===== src/design/epd_pkg.sv =====
// Package for the escaped packet deframer: event codes, register map,
// configuration bundle and result record. No dependencies.
package epd_pkg;

  localparam int unsigned AddrW = 5;
  localparam int unsigned DataW = 32;

  // register indexes, byte address = 4 * index
  localparam logic [2:0] RegBegin    = 3'd0;
  localparam logic [2:0] RegEnd      = 3'd1;
  localparam logic [2:0] RegEscape   = 3'd2;
  localparam logic [2:0] RegNoArg    = 3'd3;
  localparam logic [2:0] RegBufLen   = 3'd4;
  localparam logic [2:0] RegNotify   = 3'd5;

  localparam logic [7:0] BeginReset  = 8'd2;
  localparam logic [7:0] EndReset    = 8'd3;
  localparam logic [7:0] EscapeReset = 8'd27;
  localparam logic [7:0] NoArgReset  = 8'd255;
  localparam logic [8:0] BufLenReset = 9'd256;

  localparam logic [8:0] CountCmd = 9'd0;
  localparam logic [8:0] CountArg = 9'd1;
  localparam logic [8:0] CountPay = 9'd2;

  typedef enum logic [2:0] {
    EvEscape  = 3'd0,
    EvBegin   = 3'd1,
    EvStored  = 3'd2,
    EvEnd     = 3'd3,
    EvCleared = 3'd4,
    EvDropped = 3'd5
  } event_e;

  typedef enum logic {
    FuncRecv  = 1'b0,
    FuncClear = 1'b1
  } func_e;

  typedef struct packed {
    logic [7:0] begin_byte;
    logic [7:0] end_byte;
    logic [7:0] escape_byte;
    logic [7:0] no_arg_value;
    logic [8:0] buffer_length;
    logic       notify_mode;
  } cfg_t;

  typedef struct packed {
    event_e     event_res;
    logic [7:0] stored_byte;
    logic [7:0] stored_index;
    logic [7:0] command;
    logic [7:0] argument;
    logic [7:0] payload_count;
    logic       packet_ready;
    logic       overflow;
    logic       block_end;
  } result_t;

endpackage


===== src/design/epd_if.sv =====
// Valid/ready channel interfaces for the deframer: received byte requests
// and result records. Depends on nothing.
interface epd_in_if;
  logic       valid;
  logic       ready;
  logic       func;
  logic [7:0] byte_in;
  logic       last_of_block;

  modport source (output valid, func, byte_in, last_of_block, input ready);
  modport sink   (input valid, func, byte_in, last_of_block, output ready);
endinterface

interface epd_out_if;
  logic       valid;
  logic       ready;
  logic [2:0] event_res;
  logic [7:0] stored_byte;
  logic [7:0] stored_index;
  logic [7:0] command;
  logic [7:0] argument;
  logic [7:0] payload_count;
  logic       packet_ready;
  logic       overflow;
  logic       block_end;

  modport source (output valid, event_res, stored_byte, stored_index, command, argument,
                  payload_count, packet_ready, overflow, block_end, input ready);
  modport sink   (input valid, event_res, stored_byte, stored_index, command, argument,
                  payload_count, packet_ready, overflow, block_end, output ready);
endinterface


===== src/design/epd_regs.sv =====
// APB configuration registers of the deframer (markers, argument default, limit, mode).
// Depends on epd_pkg.
module epd_regs (
  input  logic                      clk_i,
  input  logic                      rst_ni,
  input  logic                      psel,
  input  logic                      penable,
  input  logic                      pwrite,
  input  logic [epd_pkg::AddrW-1:0] paddr,
  input  logic [epd_pkg::DataW-1:0] pwdata,
  output logic [epd_pkg::DataW-1:0] prdata,
  output logic                      pready,
  output epd_pkg::cfg_t             cfg_o
);

  epd_pkg::cfg_t cfg_q;
  logic          wr_en;
  logic [2:0]    idx;

  assign pready = 1'b1;
  assign wr_en  = psel & penable & pwrite;
  assign idx    = paddr[4:2];
  assign cfg_o  = cfg_q;

  always_ff @(posedge clk_i or negedge rst_ni) begin
    if (!rst_ni) begin
      cfg_q.begin_byte    <= epd_pkg::BeginReset;
      cfg_q.end_byte      <= epd_pkg::EndReset;
      cfg_q.escape_byte   <= epd_pkg::EscapeReset;
      cfg_q.no_arg_value  <= epd_pkg::NoArgReset;
      cfg_q.buffer_length <= epd_pkg::BufLenReset;
      cfg_q.notify_mode   <= 1'b0;
    end else if (wr_en) begin
      case (idx)
        epd_pkg::RegBegin:  cfg_q.begin_byte    <= pwdata[7:0];
        epd_pkg::RegEnd:    cfg_q.end_byte      <= pwdata[7:0];
        epd_pkg::RegEscape: cfg_q.escape_byte   <= pwdata[7:0];
        epd_pkg::RegNoArg:  cfg_q.no_arg_value  <= pwdata[7:0];
        epd_pkg::RegBufLen: cfg_q.buffer_length <= pwdata[8:0];
        epd_pkg::RegNotify: cfg_q.notify_mode   <= pwdata[0];
        default: ;
      endcase
    end
  end

  always_comb begin
    case (idx)
      epd_pkg::RegBegin:  prdata = {24'd0, cfg_q.begin_byte};
      epd_pkg::RegEnd:    prdata = {24'd0, cfg_q.end_byte};
      epd_pkg::RegEscape: prdata = {24'd0, cfg_q.escape_byte};
      epd_pkg::RegNoArg:  prdata = {24'd0, cfg_q.no_arg_value};
      epd_pkg::RegBufLen: prdata = {23'd0, cfg_q.buffer_length};
      epd_pkg::RegNotify: prdata = {31'd0, cfg_q.notify_mode};
      default:            prdata = '0;
    endcase
  end

endmodule


===== src/design/escaped_packet_deframer.sv =====
// Escaped packet deframer top level: byte decode, packet state and a
// two-entry result buffer. Depends on epd_pkg, epd_if and epd_regs.
//
// Usage: rx_i carries one request per accepted cycle: func 0 delivers a
// received byte, func 1 clears the packet ready flag. res_o returns exactly
// one result per request: the decode event, the stored byte and its index,
// and the packet command, argument, payload count, ready and overflow flags
// as they stand after that request, plus the echoed block_end marker.
// Each result is registered; one request is taken every cycle while rx_i
// is ready, set by the single decode stage that updates the packet state.
// A result register backed by a skid entry keeps rx_i ready for one more
// request while a result waits; rx_i ready drops only while both hold
// results, and nothing is lost or repeated however res_o stalls.
// Markers, argument default, buffer length and notify mode sit in the APB
// registers; the user must write them only while the block is idle, which
// the block itself does not enforce. Reset clears the packet state and
// empties the result buffer; the registers return to their defaults (begin
// 2, end 3, escape 27, no argument 255, length 256, notify off).
module escaped_packet_deframer #(
  parameter int unsigned BUF_DEPTH = 256
) (
  input  logic                      clk_i,
  input  logic                      rst_ni,
  epd_in_if.sink                    rx_i,
  epd_out_if.source                 res_o,
  input  logic                      psel,
  input  logic                      penable,
  input  logic                      pwrite,
  input  logic [epd_pkg::AddrW-1:0] paddr,
  input  logic [epd_pkg::DataW-1:0] pwdata,
  output logic [epd_pkg::DataW-1:0] prdata,
  output logic                      pready
);

  localparam logic [8:0] DepthCap = 9'((BUF_DEPTH < 256) ? BUF_DEPTH : 256);

  epd_pkg::cfg_t    cfg;
  epd_pkg::result_t res_d, head_q, skid_q;
  logic             head_valid_q, skid_valid_q;
  logic             push, pop;

  logic       esc_q, esc_d;
  logic [8:0] count_q, count_d;
  logic [7:0] cmd_q, cmd_d, arg_q, arg_d, pay_q, pay_d;
  logic       rdy_q, rdy_d, ovf_q, ovf_d;
  logic [8:0] limit;
  logic       is_esc, is_begin, is_end;

  epd_regs u_regs (
    .clk_i   (clk_i),
    .rst_ni  (rst_ni),
    .psel    (psel),
    .penable (penable),
    .pwrite  (pwrite),
    .paddr   (paddr),
    .pwdata  (pwdata),
    .prdata  (prdata),
    .pready  (pready),
    .cfg_o   (cfg)
  );

  assign rx_i.ready = ~skid_valid_q;
  assign push       = rx_i.valid & rx_i.ready;
  assign pop        = res_o.valid & res_o.ready;

  assign limit    = (cfg.buffer_length < DepthCap) ? cfg.buffer_length : DepthCap;
  assign is_esc   = (rx_i.byte_in == cfg.escape_byte) & ~esc_q;
  assign is_begin = (rx_i.byte_in == cfg.begin_byte) & ~esc_q;
  assign is_end   = (rx_i.byte_in == cfg.end_byte) & ~esc_q;

  always_comb begin
    esc_d   = esc_q;
    count_d = count_q;
    cmd_d   = cmd_q;
    arg_d   = arg_q;
    pay_d   = pay_q;
    rdy_d   = rdy_q;
    ovf_d   = ovf_q;
    res_d.event_res    = epd_pkg::EvCleared;
    res_d.stored_byte  = '0;
    res_d.stored_index = '0;
    if (rx_i.func == epd_pkg::FuncClear) begin
      rdy_d = 1'b0;
    end else if (is_esc) begin
      esc_d = 1'b1;
      res_d.event_res = epd_pkg::EvEscape;
    end else if (is_begin) begin
      arg_d   = cfg.no_arg_value;
      pay_d   = '0;
      count_d = '0;
      rdy_d   = 1'b0;
      res_d.event_res = epd_pkg::EvBegin;
    end else if (is_end) begin
      if (!cfg.notify_mode) begin
        rdy_d = 1'b1;
      end
      res_d.event_res = epd_pkg::EvEnd;
    end else begin
      esc_d = 1'b0;
      if (count_q >= limit) begin
        ovf_d = 1'b1;
        res_d.event_res = epd_pkg::EvDropped;
      end else begin
        if (count_q == epd_pkg::CountCmd) begin
          cmd_d = rx_i.byte_in;
        end else if (count_q == epd_pkg::CountArg) begin
          arg_d = rx_i.byte_in;
        end else if (count_q == epd_pkg::CountPay) begin
          pay_d = 8'd1;
        end else begin
          pay_d = pay_q + 8'd1;
        end
        count_d = count_q + 9'd1;
        res_d.event_res    = epd_pkg::EvStored;
        res_d.stored_byte  = rx_i.byte_in;
        res_d.stored_index = count_q[7:0];
      end
    end
    res_d.command       = cmd_d;
    res_d.argument      = arg_d;
    res_d.payload_count = pay_d;
    res_d.packet_ready  = rdy_d;
    res_d.overflow      = ovf_d;
    res_d.block_end     = rx_i.last_of_block;
  end

  always_ff @(posedge clk_i or negedge rst_ni) begin
    if (!rst_ni) begin
      esc_q   <= 1'b0;
      count_q <= '0;
      cmd_q   <= '0;
      arg_q   <= epd_pkg::NoArgReset;
      pay_q   <= '0;
      rdy_q   <= 1'b0;
      ovf_q   <= 1'b0;
    end else if (push) begin
      esc_q   <= esc_d;
      count_q <= count_d;
      cmd_q   <= cmd_d;
      arg_q   <= arg_d;
      pay_q   <= pay_d;
      rdy_q   <= rdy_d;
      ovf_q   <= ovf_d;
    end
  end

  // result buffer: head drives the port, skid catches a request during a stall
  always_ff @(posedge clk_i or negedge rst_ni) begin
    if (!rst_ni) begin
      head_valid_q <= 1'b0;
      skid_valid_q <= 1'b0;
    end else if (!head_valid_q || pop) begin
      head_valid_q <= skid_valid_q | push;
      skid_valid_q <= 1'b0;
    end else if (push) begin
      skid_valid_q <= 1'b1;
    end
  end

  always_ff @(posedge clk_i) begin
    if (!head_valid_q || pop) begin
      if (skid_valid_q) begin
        head_q <= skid_q;
      end else if (push) begin
        head_q <= res_d;
      end
    end else if (push) begin
      skid_q <= res_d;
    end
  end

  assign res_o.valid         = head_valid_q;
  assign res_o.event_res     = head_q.event_res;
  assign res_o.stored_byte   = head_q.stored_byte;
  assign res_o.stored_index  = head_q.stored_index;
  assign res_o.command       = head_q.command;
  assign res_o.argument      = head_q.argument;
  assign res_o.payload_count = head_q.payload_count;
  assign res_o.packet_ready  = head_q.packet_ready;
  assign res_o.overflow      = head_q.overflow;
  assign res_o.block_end     = head_q.block_end;

  a_skid_needs_head: assert property (@(posedge clk_i) disable iff (!rst_ni)
    skid_valid_q |-> head_valid_q)
    else $error("skid entry held without a head result");

  a_overflow_sticky: assert property (@(posedge clk_i) disable iff (!rst_ni)
    ovf_q |=> ovf_q)
    else $error("overflow flag cleared before reset");

  a_count_bounded: assert property (@(posedge clk_i) disable iff (!rst_ni)
    count_q <= DepthCap)
    else $error("byte count beyond buffer depth");

  a_store_advances: assert property (@(posedge clk_i) disable iff (!rst_ni)
    (push && res_d.event_res == epd_pkg::EvStored) |=> count_q == $past(count_q) + 9'd1)
    else $error("stored byte did not advance the count");

endmodule

===== src/flat_wrapper.sv =====
// flat-port wrapper written by rule: the top's interface ports become plain ports
module escaped_packet_deframer_flat 
#(
  parameter int unsigned BUF_DEPTH = 256
)
  (clk_i, rst_ni, psel, penable, pwrite, paddr, pwdata, prdata, pready, rx_i_valid, rx_i_func, rx_i_byte_in, rx_i_last_of_block, rx_i_ready, res_o_valid, res_o_event_res, res_o_stored_byte, res_o_stored_index, res_o_command, res_o_argument, res_o_payload_count, res_o_packet_ready, res_o_overflow, res_o_block_end, res_o_ready);
  epd_in_if rx_i_i ();
  epd_out_if res_o_i ();
  input  logic clk_i;
  input  logic rst_ni;
  input  logic psel;
  input  logic penable;
  input  logic pwrite;
  input  logic [epd_pkg::AddrW-1:0] paddr;
  input  logic [epd_pkg::DataW-1:0] pwdata;
  output logic [epd_pkg::DataW-1:0] prdata;
  output logic pready;
  input wire logic [$bits(rx_i_i.valid)-1:0] rx_i_valid;
  input wire logic [$bits(rx_i_i.func)-1:0] rx_i_func;
  input wire logic [$bits(rx_i_i.byte_in)-1:0] rx_i_byte_in;
  input wire logic [$bits(rx_i_i.last_of_block)-1:0] rx_i_last_of_block;
  output wire logic [$bits(rx_i_i.ready)-1:0] rx_i_ready;
  output wire logic [$bits(res_o_i.valid)-1:0] res_o_valid;
  output wire logic [$bits(res_o_i.event_res)-1:0] res_o_event_res;
  output wire logic [$bits(res_o_i.stored_byte)-1:0] res_o_stored_byte;
  output wire logic [$bits(res_o_i.stored_index)-1:0] res_o_stored_index;
  output wire logic [$bits(res_o_i.command)-1:0] res_o_command;
  output wire logic [$bits(res_o_i.argument)-1:0] res_o_argument;
  output wire logic [$bits(res_o_i.payload_count)-1:0] res_o_payload_count;
  output wire logic [$bits(res_o_i.packet_ready)-1:0] res_o_packet_ready;
  output wire logic [$bits(res_o_i.overflow)-1:0] res_o_overflow;
  output wire logic [$bits(res_o_i.block_end)-1:0] res_o_block_end;
  input wire logic [$bits(res_o_i.ready)-1:0] res_o_ready;
  assign rx_i_i.valid = rx_i_valid;
  assign rx_i_i.func = rx_i_func;
  assign rx_i_i.byte_in = rx_i_byte_in;
  assign rx_i_i.last_of_block = rx_i_last_of_block;
  assign rx_i_ready = rx_i_i.ready;
  assign res_o_valid = res_o_i.valid;
  assign res_o_event_res = res_o_i.event_res;
  assign res_o_stored_byte = res_o_i.stored_byte;
  assign res_o_stored_index = res_o_i.stored_index;
  assign res_o_command = res_o_i.command;
  assign res_o_argument = res_o_i.argument;
  assign res_o_payload_count = res_o_i.payload_count;
  assign res_o_packet_ready = res_o_i.packet_ready;
  assign res_o_overflow = res_o_i.overflow;
  assign res_o_block_end = res_o_i.block_end;
  assign res_o_i.ready = res_o_ready;
  escaped_packet_deframer #(.BUF_DEPTH(BUF_DEPTH)) u_core (.clk_i(clk_i), .rst_ni(rst_ni), .rx_i(rx_i_i), .res_o(res_o_i), .psel(psel), .penable(penable), .pwrite(pwrite), .paddr(paddr), .pwdata(pwdata), .prdata(prdata), .pready(pready));
endmodule

===== config.mk =====
export PLATFORM = sky130hd
export DESIGN_NAME = escaped_packet_deframer_flat
export DESIGN_NICKNAME = d
export VERILOG_FILES = /design/src/design/epd_pkg.sv /design/src/design/epd_if.sv /design/src/design/epd_regs.sv /design/src/design/escaped_packet_deframer.sv /design/src/flat_wrapper.sv
export SDC_FILE = /design/constraint.sdc
export NUM_CORES = 1
export LEC_CHECK = 0
export BUFFER_PORTS_ARGS = -buffer_cell sky130_fd_sc_hd__buf_2
export CELL_PAD_IN_SITES_DETAIL_PLACEMENT = 1
export CELL_PAD_IN_SITES_GLOBAL_PLACEMENT = 1
export CORE_MARGIN = 1
export CORE_UTILIZATION = 25
export DETAILED_ROUTE_END_ITERATION = 6
export GPL_ROUTABILITY_DRIVEN = 0
export PLACE_DENSITY_LB_ADDON = 0.2
export SETUP_SLACK_MARGIN = 0.02
export SLEW_MARGIN = 20
export SYNTH_ARGS = -nofsm -noshare
export SYNTH_HDL_FRONTEND = slang
export SYNTH_SLANG_ARGS = --single-unit

===== constraint.sdc =====
create_clock -name clk_i -period 9.7 [get_ports clk_i]
set_input_delay 1.94 -clock clk_i [delete_from_list [all_inputs] [get_ports clk_i]]
set_output_delay 1.94 -clock clk_i [all_outputs]
set_load 0.1 [all_outputs]

==> impl_metrics.json <==
{
  "tightest_slew_ns": 0.913,
  "syn-cell-area_sq_mm": 0.00857,
  "grt_pass1_wl_um": 35800,
  "period_share": 0.561,
  "worstSetupEndpointType": "primary output",
  "fp.coreArea_sq_mm": 0.0336,
  "dieWidth_um": 187,
  "crit_buf_inv": 2,
  "mostFrequentLayoutCells": "92 x edfxtp_1, 84 x buf_2, 75 x mux2_2",
  "syn_to_final_growth_pct": 15.6,
  "antenna_found_initial": 1,
  "cp.required_ns": 7.76,
  "grt_max_degree": 55,
  "drv_cap": 0,
  "cts_buffers": 17,
  "dp_cells": 1199,
  "synth_fa_ha_area_frac": 0.0204,
  "ir_drop_v": 0.000124,
  "first_global_vias": 5693,
  "vias_per_cell": 4.51,
  "dpl.hpwl_um": 16000,
  "fin_setup_tns_ns": 0,
  "clock_sinks": 172,
  "antenna_cells": 0,
  "route.detailed.drc": 0,
  "slowest_delay_ns": 0.47,
  "grt_usage": 0.135,
  "final_cells": 1231,
  "avgSynthCellArea_sq_um": 12.3,
  "clockBufferDepth": 2,
  "hold_class": "reg -> reg",
  "num_vias": 5547,
  "critPathSlowestCell": "buf_2",
  "synth_edf_count": 92,
  "overflow": 0,
  "yosys.area_share.simple": 0.116,
  "drtPass1Iterations": 6,
  "clk_latency_ns": 0.44,
  "ys_async_sr_fraction": 0.465,
  "initial_core_util": 0.255,
  "status": "finished clean",
  "worstSetupPathType": "in -> out",
  "routed_wl_um": 23000,
  "cpMostUsedCell": "buf_2",
  "ys_ff_latch": 172,
  "post-route-min-period_ns": 5.44,
  "synth_top_family_by_area": "multiplexers",
  "mostFrequentLayoutCell": "edfxtp_1",
  "hold_viol": 0,
  "syn-instance-count": 696,
  "layout-drive-gt1-share": 0.322,
  "antenna_left": 0,
  "synth_compound_area_frac": 0.0876,
  "skew_ns": 0.0177,
  "synthXorXnorAreaFrac": 0.0317,
  "rsz0062_at_grt": "no",
  "worstPathArrival_ns": 3.50,
  "cts_root_buf": "clkbuf_16",
  "synth_cell_types": 59,
  "dr.first_iter.drc_count": 251,
  "final_nets": 838,
  "powerDensity_mw_per_mm2": 277,
  "post-cts-setup-buffer-count": 0,
  "htree_levels": 4,
  "clk_transition_reported_paths_ns": 0.07,
  "die_h_um": 187,
  "whs_ns": 0.480,
  "ctsResizeCount": 0,
  "start_kind": "primary input",
  "synthMuxAreaShare": 0.133,
  "io_pins": 135,
  "cp_top_family": "buffers and inverters",
  "design.die.area_sq_mm": 0.0350,
  "ys_warn_count": 0,
  "holdBufCountCts": 0,
  "cts_tree": "done",
  "wl_per_cell_um": 18.7,
  "timing.max_slew.rel_slack": 0.388,
  "setup_violations": 0,
  "ys_seq_area_frac": 0.559,
  "synth_ff_type": "edfxtp_1",
  "final_max_slew_viol_count": 0,
  "fmax_mhz": 184,
  "worstPathCellList": "buf_2, nor2_1, a22oi_1, o21ai_0, buf_2",
  "rows": 67,
  "io_buffers": 85,
  "leakagePower_nw": 4.09,
  "cp_max_fo": 16
}
-- synth_stat cells, drive strengths merged (3+ instances only) --
cell type | number | share of area
nand3 | 31 | 0.018
a31oi | 13 | 0.0095
inv | 15 | 0.0066
a22o | 10 | 0.010
a21o | 11 | 0.0096
a32o | 8 | 0.0093
clkbuf | 15 | 0.0067
mux2i | 6 | 0.0070
o31ai | 6 | 0.0053
xor2 | 24 | 0.025
mux4 | 5 | 0.013
dfrtp | 56 | 0.16
nor4 | 8 | 0.0080
o21ai | 28 | 0.016
nor3 | 11 | 0.0064
and3 | 6 | 0.0044
nand2 | 59 | 0.026
o21a | 3 | 0.0026
ha | 14 | 0.020
nand4 | 6 | 0.0044
dfstp | 24 | 0.074
edfxtp | 92 | 0.32
a31o | 3 | 0.0031
a21oi | 14 | 0.0082
buf | 44 | 0.037
xnor2 | 7 | 0.0072
nor2b | 4 | 0.0029
nand2b | 5 | 0.0036
and2 | 18 | 0.013
nor2 | 45 | 0.022
mux2 | 83 | 0.11
-- logic make-up after synthesis --
logic type               count (synthesis)
multiplexers                            94
AND/OR/NAND/NOR                        200
AO/OA/AOI/OAI                          108
adder cells (fa/ha/maj)                 14
flip-flops                             172
other                                    2
XOR/XNOR                                31
buffers and inverters                   75
-- worst paths after layout --
check	from	to	slack (ns)	cells past startpoint
worst min-delay path	u_core.ovf_q$_DFFE_PN0P_	u_core.ovf_q$_DFFE_PN0P_	0.48	1
worst max register to register	u_core.u_regs.cfg_o[9]$_DFFE_PN1P_	u_core.cmd_q[1]$_DFFE_PN0P_	5.54	11
worst max-delay path	paddr[3]	prdata[0]	4.26	5
worst min register to register	u_core.ovf_q$_DFFE_PN0P_	u_core.ovf_q$_DFFE_PN0P_	0.48	1
max in group asynchronous	rst_ni	u_core.pay_q[3]$_DFFE_PN0P_	7.20	2
min in group asynchronous	rst_ni	u_core.u_regs.cfg_o[24]$_DFFE_PN0P_	1.42	1
-- power by group --
group	switching (W)	total, W	internal [W]
logic	0.000707	0.000987	0.000280
registers	0.000102	0.00107	0.000973
clock network	0.000305	0.000686	0.000381
-- stage by stage --
| step | utilization | instance area, sq um | power (W) | setup slack (ns) |
|---|---|---|---|---|
| floorplan | - | 8660 | 0.00187 | 2.80 |
| global placement | 0.278 | 9330 | 0.00207 | 4.22 |
| detailed placement | 0.278 | 9330 | 0.00208 | 4.24 |
| finish | 0.295 | 9910 | 0.00275 | 4.26 |
| CTS | 0.295 | 9910 | 0.00278 | 4.23 |
| global route | 0.295 | 9910 | 0.00289 | 4.10 |
-- registers in the layout (all words and copies together), names as in the netlist, 3 cells and up --
| signal | count |
|---|---|
| u_core.arg_q | 8 |
| u_core.cmd_q | 8 |
| u_core.count_q | 9 |
| u_core.pay_q | 8 |
| u_core.res_o.argument | 8 |
| u_core.res_o.command | 8 |
| u_core.res_o.event_res | 3 |
| u_core.res_o.payload_count | 8 |
| u_core.res_o.stored_byte | 8 |
| u_core.res_o.stored_index | 8 |
| u_core.skid_q | 46 |
| u_core.u_regs.cfg_o | 42 |
-- layout make-up --
type                       count  area (sq um)
sequential                   172          4790
inverter                      16          60.1
clock inverter                11           106
timing repair buffer          92           480
fill                        3680         23700
clock buffer                  21           473
multi-input combinational    471          3440
tap                          448           561
-- metal layers --
metal	track usage	vias up	wire length (um)
met5	0	-	8
met2	0.204	91	10300
met3	0.0250	11	645
li1	-	2631	-
met4	0.0369	2	213
met1	0.197	2812	11800
Note: power is estimated with default switching activity, not from simulation.
